## config.mk

```make
export PLATFORM = sky130hd
export DESIGN_NAME = skset_cell
export DESIGN_NICKNAME = d
export VERILOG_FILES = /design/src/rtl/sorted_key_set_top_macros.svh /design/src/rtl/skset_pkg.sv /design/src/rtl/skset_cell.sv
export SDC_FILE = /design/constraint.sdc
export NUM_CORES = 1
export LEC_CHECK = 0
export BUFFER_PORTS_ARGS = -buffer_cell sky130_fd_sc_hd__buf_2
export CAP_MARGIN = 30
export CORE_ASPECT_RATIO = 1.4
export CORE_MARGIN = 2
export CORE_UTILIZATION = 45
export CTS_CLUSTER_DIAMETER = 200
export DETAILED_ROUTE_END_ITERATION = 8
export GPL_TIMING_DRIVEN = 1
export PLACE_DENSITY = 0.82
export SLEW_MARGIN = 10
export SYNTH_ARGS = -nofsm -noshare
export SYNTH_HDL_FRONTEND = slang
export SYNTH_SLANG_ARGS = --single-unit
```

## constraint.sdc

```tcl
create_clock -name clk -period 4.65 [get_ports clk]
set_input_delay 0.465 -clock clk [delete_from_list [all_inputs] [get_ports clk]]
set_output_delay 0.465 -clock clk [all_outputs]
set_load 0.05 [all_outputs]
```

## src/rtl/sorted_key_set_top_macros.svh

```systemverilog
// ----------------------------------------------------------------------------
// sorted_key_set_top_macros.svh
// Assertion macros for the sorted key set RTL.
// ----------------------------------------------------------------------------
`ifndef SORTED_KEY_SET_TOP_MACROS_SVH
`define SORTED_KEY_SET_TOP_MACROS_SVH

// Same-cycle implication, sampled on clk, off during reset.
`define SKSET_ASSERT_NOW(lbl, ante, cons, msg) \
  lbl: assert property (@(posedge clk) disable iff (rst) (ante) |-> (cons)) else $error(msg);

// Next-cycle implication, sampled on clk, off during reset.
`define SKSET_ASSERT_NEXT(lbl, ante, cons, msg) \
  lbl: assert property (@(posedge clk) disable iff (rst) (ante) |=> (cons)) else $error(msg);

`endif

```

## src/rtl/skset_pkg.sv

```systemverilog
// ----------------------------------------------------------------------------
// skset_pkg
// Shared codes and the cell control bundle of the sorted key set.
// ----------------------------------------------------------------------------
`default_nettype none

package skset_pkg;

  localparam logic [1:0] OP_INSERT = 2'd0;
  localparam logic [1:0] OP_REMOVE = 2'd1;
  localparam logic [1:0] OP_SEARCH = 2'd2;
  localparam logic [1:0] OP_LIST   = 2'd3;

  localparam logic [1:0] KIND_SEARCH = 2'd0;
  localparam logic [1:0] KIND_LISTED = 2'd1;
  localparam logic [1:0] KIND_FULL   = 2'd2;

  // Broadcast to every cell: at most one bit set per cycle.
  typedef struct packed {
    logic ins;   // open a slot at the lower bound, shift upper part right
    logic rem;   // close the slot at the lower bound, shift upper part left
    logic rot;   // rotate occupied cells left by one (list readout)
  } cell_ctrl_t;

endpackage

`default_nettype wire

```

## src/rtl/skset_cell.sv

```systemverilog
// ----------------------------------------------------------------------------
// skset_cell
// One storage cell of the chain: holds a key, compares it against the
// broadcast key and takes a neighbor's key on shift or rotate.
// ----------------------------------------------------------------------------
`default_nettype none

module skset_cell #(
  parameter int KEY_WIDTH = 32
) (
  input  wire logic                          clk,
  input  wire skset_pkg::cell_ctrl_t         ctrl,
  input  wire logic signed [KEY_WIDTH-1:0]   key_in,
  input  wire logic signed [KEY_WIDTH-1:0]   left_key,
  input  wire logic signed [KEY_WIDTH-1:0]   right_key,
  input  wire logic signed [KEY_WIDTH-1:0]   head_key,
  input  wire logic                          left_lt,
  input  wire logic                          occupied,
  input  wire logic                          at_tail,
  output logic signed [KEY_WIDTH-1:0]        key_q,
  output logic                               lt,
  output logic                               eq
);
  import skset_pkg::*;

  logic signed [KEY_WIDTH-1:0] key_next;

  assign lt = occupied && (key_q < key_in);
  assign eq = occupied && (key_q == key_in);

  always_comb begin
    key_next = key_q;
    if (ctrl.ins) begin
      // at or above the lower bound: new key lands where left neighbor is below
      if (!lt) begin
        key_next = left_lt ? key_in : left_key;
      end
    end else if (ctrl.rem) begin
      if (!lt) begin
        key_next = right_key;
      end
    end else if (ctrl.rot) begin
      key_next = at_tail ? head_key : right_key;
    end
  end

  always_ff @(posedge clk) begin
    key_q <= key_next;
  end

endmodule

`default_nettype wire

```

==> results of run 1 <==
-- cells in the mapped netlist, drive strengths merged --
master   instances
o211ai           2
a21bo            1
o21ai            3
o21a             1
nor2            10
a21o             1
a21oi           44
or2b             1
nand2           13
ha              32
a221oi           1
nor4             3
and3             1
clkbuf           8
a211oi          34
inv             32
nand3            1
mux2i           33
a31oi            1
nand4            5
a2bb2oi          1
nor3             1
nor2b           34
edfxtp          32
buf             10
-- path summary, 6_finish.rpt --
kind | cells past startpoint | startpoint | endpoint
max | 8 | key_q[14]$_DFFE_PP_ | lt
min | 3 | head_key[23] | key_q[23]$_DFFE_PP_
max reg2reg | 7 | key_q[14]$_DFFE_PP_ | key_q[29]$_DFFE_PP_
min reg2reg | 5 | key_q[31]$_DFFE_PP_ | key_q[2]$_DFFE_PP_
-- logic make-up after synthesis --
group / count (synthesis)
fa+ha+maj: 32
flops: 32
buf+inv: 50
simple gates: 69
mux: 33
compound gates: 89
-- power by group through the flow --
| stage | combinational (mW) | clock, mW | sequential [mW] |
|---|---|---|---|
| finish | 0.532 | 0.254 | 0.410 |
| global route | 0.578 | 0.273 | 0.417 |
| CTS | 0.536 | 0.261 | 0.411 |
| detailed placement | 0.535 | 0 | 0.417 |
| global placement | 0.525 | 0 | 0.413 |
| floorplan | 0.207 | 0 | 0.582 |
-- metrics by stage --
step / hold WS (ns) / power (mW) / instance area (um^2) / setup slack [ns]
global placement: 0.813 / 0.938 / 3750 / 1.59
finish: 0.534 / 1.20 / 3860 / 1.71
floorplan: 0.718 / 0.789 / 2860 / 0.939
CTS: 0.523 / 1.21 / 3860 / 1.68
global route: 0.533 / 1.27 / 3860 / 1.53
detailed placement: 0.822 / 0.952 / 3750 / 1.51
-- final cells by class --
class	count	area, um^2
clock buffer	5	68.8
clock inverter	3	37.5
sequential	32	961
tap	72	90.1
inverter	32	120
timing repair buffer	170	856
multi-input combinational	223	1730
fill	543	2310
-- per-layer routing --
| layer | GRT usage [%] | share of wire (%) | wire length (um) |
|---|---|---|---|
| met5 | 0 | 0 | 0 |
| met2 | 40.9 | 53 | 4040 |
| met3 | 4.23 | 5.7 | 438 |
| met1 | 23.9 | 39 | 2980 |
| met4 | 10.4 | 3.0 | 232 |
-- worst max-delay path: cells and delay by family, from the launching register on --
family,cells,cell delay [ns]
multiplexers,1,0.14
AO/OA/AOI/OAI,2,0.46
adder cells (fa/ha/maj),1,0.33
AND/OR/NAND/NOR,3,0.56
flip-flops,1,0.40
buffers and inverters,1,0.29
==> summary.md, run 1 <==
| Metric | Value |
|---|---|
| Sink Count | `32` |
| Antenna-violating nets left | `0` |
| Largest family of logic cells by synthesized area | `compound AO/OA/AOI/OAI gates` |
| Switching Share | `40.4%` |
| ANT cells | `0` |
| Final hold vios | `0` |
| Unrepaired setup endpoints after global routing | `false` |
| PostCTS Resize Cnt | `0` |
| Reg-to-reg slack, setup | `1.72 ns` |
| Crit path kind | `flop to output port` |
| DP Cell Count | `529` |
| Port Buf Inserts | `168` |
| CTS Buffer Depth | `2` |
| Die width | `71.4 um` |
| CTS tree | `built` |
| Slew headroom | `35.3%` |
| Design internal power | `713 uW` |
| Hpwl dp | `6230 um` |
| Simple-gate share of the synthesized area | `14.0%` |
| Non-Filler Instances | `537` |
| Rows | `34` |
| Mux cell area share after synthesis | `11.5%` |
| Commonest cells after routing, fill and taps aside | `buf_2 (168), a21oi_1 (44), a211oi_1 (34)` |
| Post-Syn Area | `2860 um^2` |
| Boundary pin count | `169` |
| Fmax | `340 MHz` |
| Worst Path Arrival | `2.47 ns` |
| Die area | `7030 um^2` |
| First-pass DRT Iterations | `4` |
| CP Capture Type | `output port` |
| Status | `complete, no violations` |
| CP Data Required Time | `4.18 ns` |
| Max FFs per register | `32` |
| P&R area growth vs syn | `34.8%` |
| Combinational share of power | `44.5%` |
| Clock H-tree levels | `2` |
| Post-synthesis compound-gate area fraction | `20.3%` |
| Clock root cell | `clkbuf_8` |
| Peak supply drop | `0.201 mV` |
| Grt ovf | `0` |
| Largest cells by area after synthesis | `edfxtp_1 (34%), ha_1 (14%), mux2i_1 (12%), a211oi_1 (8.9%), a21oi_1 (7.7%)` |
| Reg with most FFs | `key_q` |
| Post-CTS Setup Inserts | `0` |
| WL per Instance | `14.3 um` |
| Slew @ Worst Pin | `0.971 ns` |
| Unique masters post-synth | `30` |
| Drt via density | `5.27` |
| DR vias | `2,832` |
| Max Cap Viol | `0` |
| Largest net degree at the start of global routing | `66` |
| Die Height | `98.4 um` |
| Placeable Area | `6170 um^2` |
| GRT Resource Usage Total | `22.3%` |
| Worst Clk Skew | `0.00617 ns` |
| Synth warn | `0` |
| Final setup violation count | `0` |
| Final max-slew violation count | `0` |
| Min Clock Period, post-route | `2.94 ns` |
| # nets final | `631` |
| Register area share after synthesis | `33.6%` |
| Class of the worst hold path | `primary input to flop` |
| First-pass GRT wire length | `12,400 um` |
| Largest regs | `key_q: 32 flops` |
| Worst Setup Start Kind | `flop` |
| DRC Markers | `0` |
| Fraction of layout cells with a size suffix above 1 | `40.2%` |
| Commonest non-fill, non-tap cell in the layout | `buf_2` |
| Pwr/cell area | `310 nW/um^2` |
| Vias in the first global route | `2,833` |
| Critical path's slowest cell | `edfxtp_1` |
| Routability cong. | `0.883` |
| Starting density of the core | `46.4%` |
| Clock Latency Late Sink | `0.28 ns` |
| Routed WL | `7690 um` |
| Area leader, netlist | `edfxtp_1` |
| Fin Setup TNS | `0 ns` |
| Post-synthesis cell count | `305` |
| XOR/XNOR share of the synthesized area | `0%` |
| Post-Syn Nets | `472` |
| Critical path's largest stage delay | `0.40 ns` |
| Adder-Cell Fraction of Synth Area | `14.0%` |
| Yosys top cell area share | `33.6%` |
| Syn avg cell area | `9.39 um^2` |
| Sequential Power Share | `34.3%` |
| Leak pwr | `1.94 nW` |
| Clock power share | `21.2%` |
| Period utilization | `63.2%` |
| Worst path cell trace | `ha_1 -> nand4_2 -> nor4_2 -> a21bo_2 -> a31oi_4 -> nor2_2 -> mux2i_1 -> buf_2` |
| Initial DRC Count | `86` |
| Hold_buf cts | `0` |
| Reg clk slew, reported paths | `0.07 ns` |
| Critical Path Fanout Max | `3` |
| Synthesized flop and latch total | `32` |
| Final core utilization | `62.6%` |
| Antenna violations before repair | `0` |
| CTS Buf Count | `5` |
| Psw | `483 uW` |
No activity file was read; power rests on OpenSTA's default activity.
==> run 2, diff against run 1 <==
Clock period 4.65 ns to 3 ns, I/O delays scaled along.
==> summary.md, run 2 (synthesis results as in run 1) <==
| Metric | Value |
|---|---|
| Antenna-violating nets left | `0 (unchanged)` |
| ANT cells | `0 (unchanged)` |
| Clock power share | `17.5% (was 21.2%)` |
| Placeable Area | `6170 um^2 (unchanged)` |
| Critical Path Fanout Max | `3 (unchanged)` |
| Period utilization | `92.5%` |
| Max Cap Viol | `0 (unchanged)` |
| CTS tree | `built (unchanged)` |
| Largest net degree at the start of global routing | `37 (was 66)` |
| Commonest cells after routing, fill and taps aside | `buf_2 (168), a21oi_1 (44), a211oi_1 (34) (unchanged)` |
| # fillers | `533 (was 543)` |
| Pwr/cell area | `460 nW/um^2 (was 310 nW/um^2)` |
| Clock root cell | `clkbuf_8 (unchanged)` |
| Switching Share | `42.2% (was 40.4%)` |
| Min Clock Period, post-route | `2.77 ns` |
| Fin Setup TNS | `0 ns (unchanged)` |
| Largest regs | `key_q: 32 flops (unchanged)` |
| Peak supply drop | `0.243 mV (was 0.201 mV)` |
| Slew headroom | `35.1% (was 35.3%)` |
| CTS Buf Count | `5 (unchanged)` |
| Die width | `71.4 um (unchanged)` |
| CP Data Required Time | `2.70 ns (was 4.18 ns)` |
| Fraction of layout cells with a size suffix above 1 | `40.6% (was 40.2%)` |
| Die area | `7030 um^2 (unchanged)` |
| WL per Instance | `14.2 um (was 14.3 um)` |
| Sink Count | `32 (unchanged)` |
| Hpwl dp | `6230 um (about the same)` |
| Worst Clk Skew | `0.00613 ns (was 0.00617 ns)` |
| CTS Buffer Depth | `2 (unchanged)` |
| DRC Markers | `0 (unchanged)` |
| Worst Path Arrival | `2.47 ns (about the same)` |
| Crit path kind | `flop to output port (unchanged)` |
| Die Height | `98.4 um (unchanged)` |
| P&R area growth vs syn | `35.4% (was 34.8%)` |
| DR vias | `2,786 (was 2,832)` |
| Unrepaired setup endpoints after global routing | `false (unchanged)` |
| Reg with most FFs | `key_q (unchanged)` |
| Slew @ Worst Pin | `0.973 ns (was 0.971 ns)` |
| Boundary pin count | `169 (unchanged)` |
| Combinational share of power | `46.9% (was 44.5%)` |
| Rows | `34 (unchanged)` |
| Drt via density | `5.16 (was 5.27)` |
| Final hold vios | `0 (unchanged)` |
| Max FFs per register | `32 (unchanged)` |
| Fmax | `360 MHz` |
| Vias in the first global route | `2,766 (was 2,833)` |
| Final setup violation count | `0 (unchanged)` |
| Status | `complete, no violations (unchanged)` |
| Starting density of the core | `46.4% (unchanged)` |
| Clock Latency Late Sink | `0.28 ns (about the same)` |
| Worst Setup Start Kind | `flop (unchanged)` |
| Routed WL | `7680 um (was 7690 um)` |
| Class of the worst hold path | `primary input to flop (unchanged)` |
| Final max-slew violation count | `0 (unchanged)` |
| Sequential Power Share | `35.6% (was 34.3%)` |
| CP Capture Type | `output port (unchanged)` |
| First-pass DRT Iterations | `6 (was 4)` |
| Commonest non-fill, non-tap cell in the layout | `buf_2 (unchanged)` |
| Final core utilization | `62.9% (was 62.6%)` |
| Leak pwr | `1.95 nW (was 1.94 nW)` |
| Design internal power | `1.03 mW (was 713 uW)` |
| Port Buf Inserts | `168 (unchanged)` |
| Routability cong. | `0.768 (was 0.883)` |
| Psw | `752 uW (was 483 uW)` |
| First-pass GRT wire length | `12,100 um (was 12,400 um)` |
| Initial DRC Count | `104 (was 86)` |
| Grt ovf | `0 (unchanged)` |
| GRT Resource Usage Total | `21.4% (was 22.3%)` |
| Antenna violations before repair | `0 (unchanged)` |
| # nets final | `634 (was 631)` |
| Reg clk slew, reported paths | `0.07 ns (about the same)` |
| Clock H-tree levels | `2 (unchanged)` |
-- run 2: timing repair --
action                     in CTS  in global routing
buffers inserted                0                  0
hold buffers                    0                  0
gates resized for setup         0                  2
setup endpoints to repair       0                 32
-- run 2: per-layer routing --
metal / GRT usage [%] / vias up / part of all wire (%)
met3: 3.92 / 8 / 5.6
met5: 0 / - / 0
met2: 39.7 / 86 / 53
li1: - / 1444 / -
met1: 24.4 / 1248 / 40
met4: 6.24 / 0 / 1.2
-- run 2: metrics by stage --
| step | hold WS (ns) | cell area, um^2 | power [mW] | std cells | setup slack, ns |
|---|---|---|---|---|---|
| 2_1_floorplan | 0.553 | 2870 | 1.22 | 305 | 0.0212 |
| 3_3_place_gp | 0.641 | 3780 | 1.46 | 531 | 0.129 |
| 3_5_place_dp | 0.654 | 3780 | 1.48 | 531 | 0.0203 |
| 4_1_cts | 0.357 | 3860 | 1.80 | 539 | 0.0270 |
| 5_1_grt | 0.375 | 3880 | 1.90 | 540 | 0.0680 |
| 6_report | 0.365 | 3880 | 1.78 | 540 | 0.226 |
-- run 2: worst paths after layout --
path / slack [ns] / cells after the start / start / endpoint
worst min register to register: 1.21 / 5 / key_q[31]$_DFFE_PP_ / key_q[30]$_DFFE_PP_
worst min-delay path: 0.37 / 3 / head_key[16] / key_q[16]$_DFFE_PP_
worst max register to register: 0.41 / 7 / key_q[11]$_DFFE_PP_ / key_q[15]$_DFFE_PP_
worst max-delay path: 0.23 / 8 / key_q[11]$_DFFE_PP_ / lt
-- run 2: power by group through the flow --
stage | logic, mW | clock network [mW] | registers [mW]
final | 0.836 | 0.312 | 0.634
after global routing | 0.910 | 0.346 | 0.644
after CTS | 0.837 | 0.323 | 0.636
after global placement | 0.822 | 0 | 0.637
after detailed placement | 0.835 | 0 | 0.645
after floorplan | 0.325 | 0 | 0.899
-- run 2: worst max-delay path, cell delays in order (launching register included) --
cell and delay [ns]:
edfxtp_1 0.39, ha_1 0.33, nand4_1 0.17, nor4_2 0.34
a21bo_2 0.29, a31oi_4 0.18, nor2_2 0.05, mux2i_1 0.15
buf_2 0.29
-- run 2: cell type report --
type	count	area (um^2)	area share, %
clock inverters	1	3.75	0.0968
repair buffers	172	883	22.8
flip-flops and latches	32	961	24.8
well taps	72	90.1	2.32
clock buffers	7	76.3	1.97
multi-input cells	224	1740	45.0
inverters	32	120	3.10
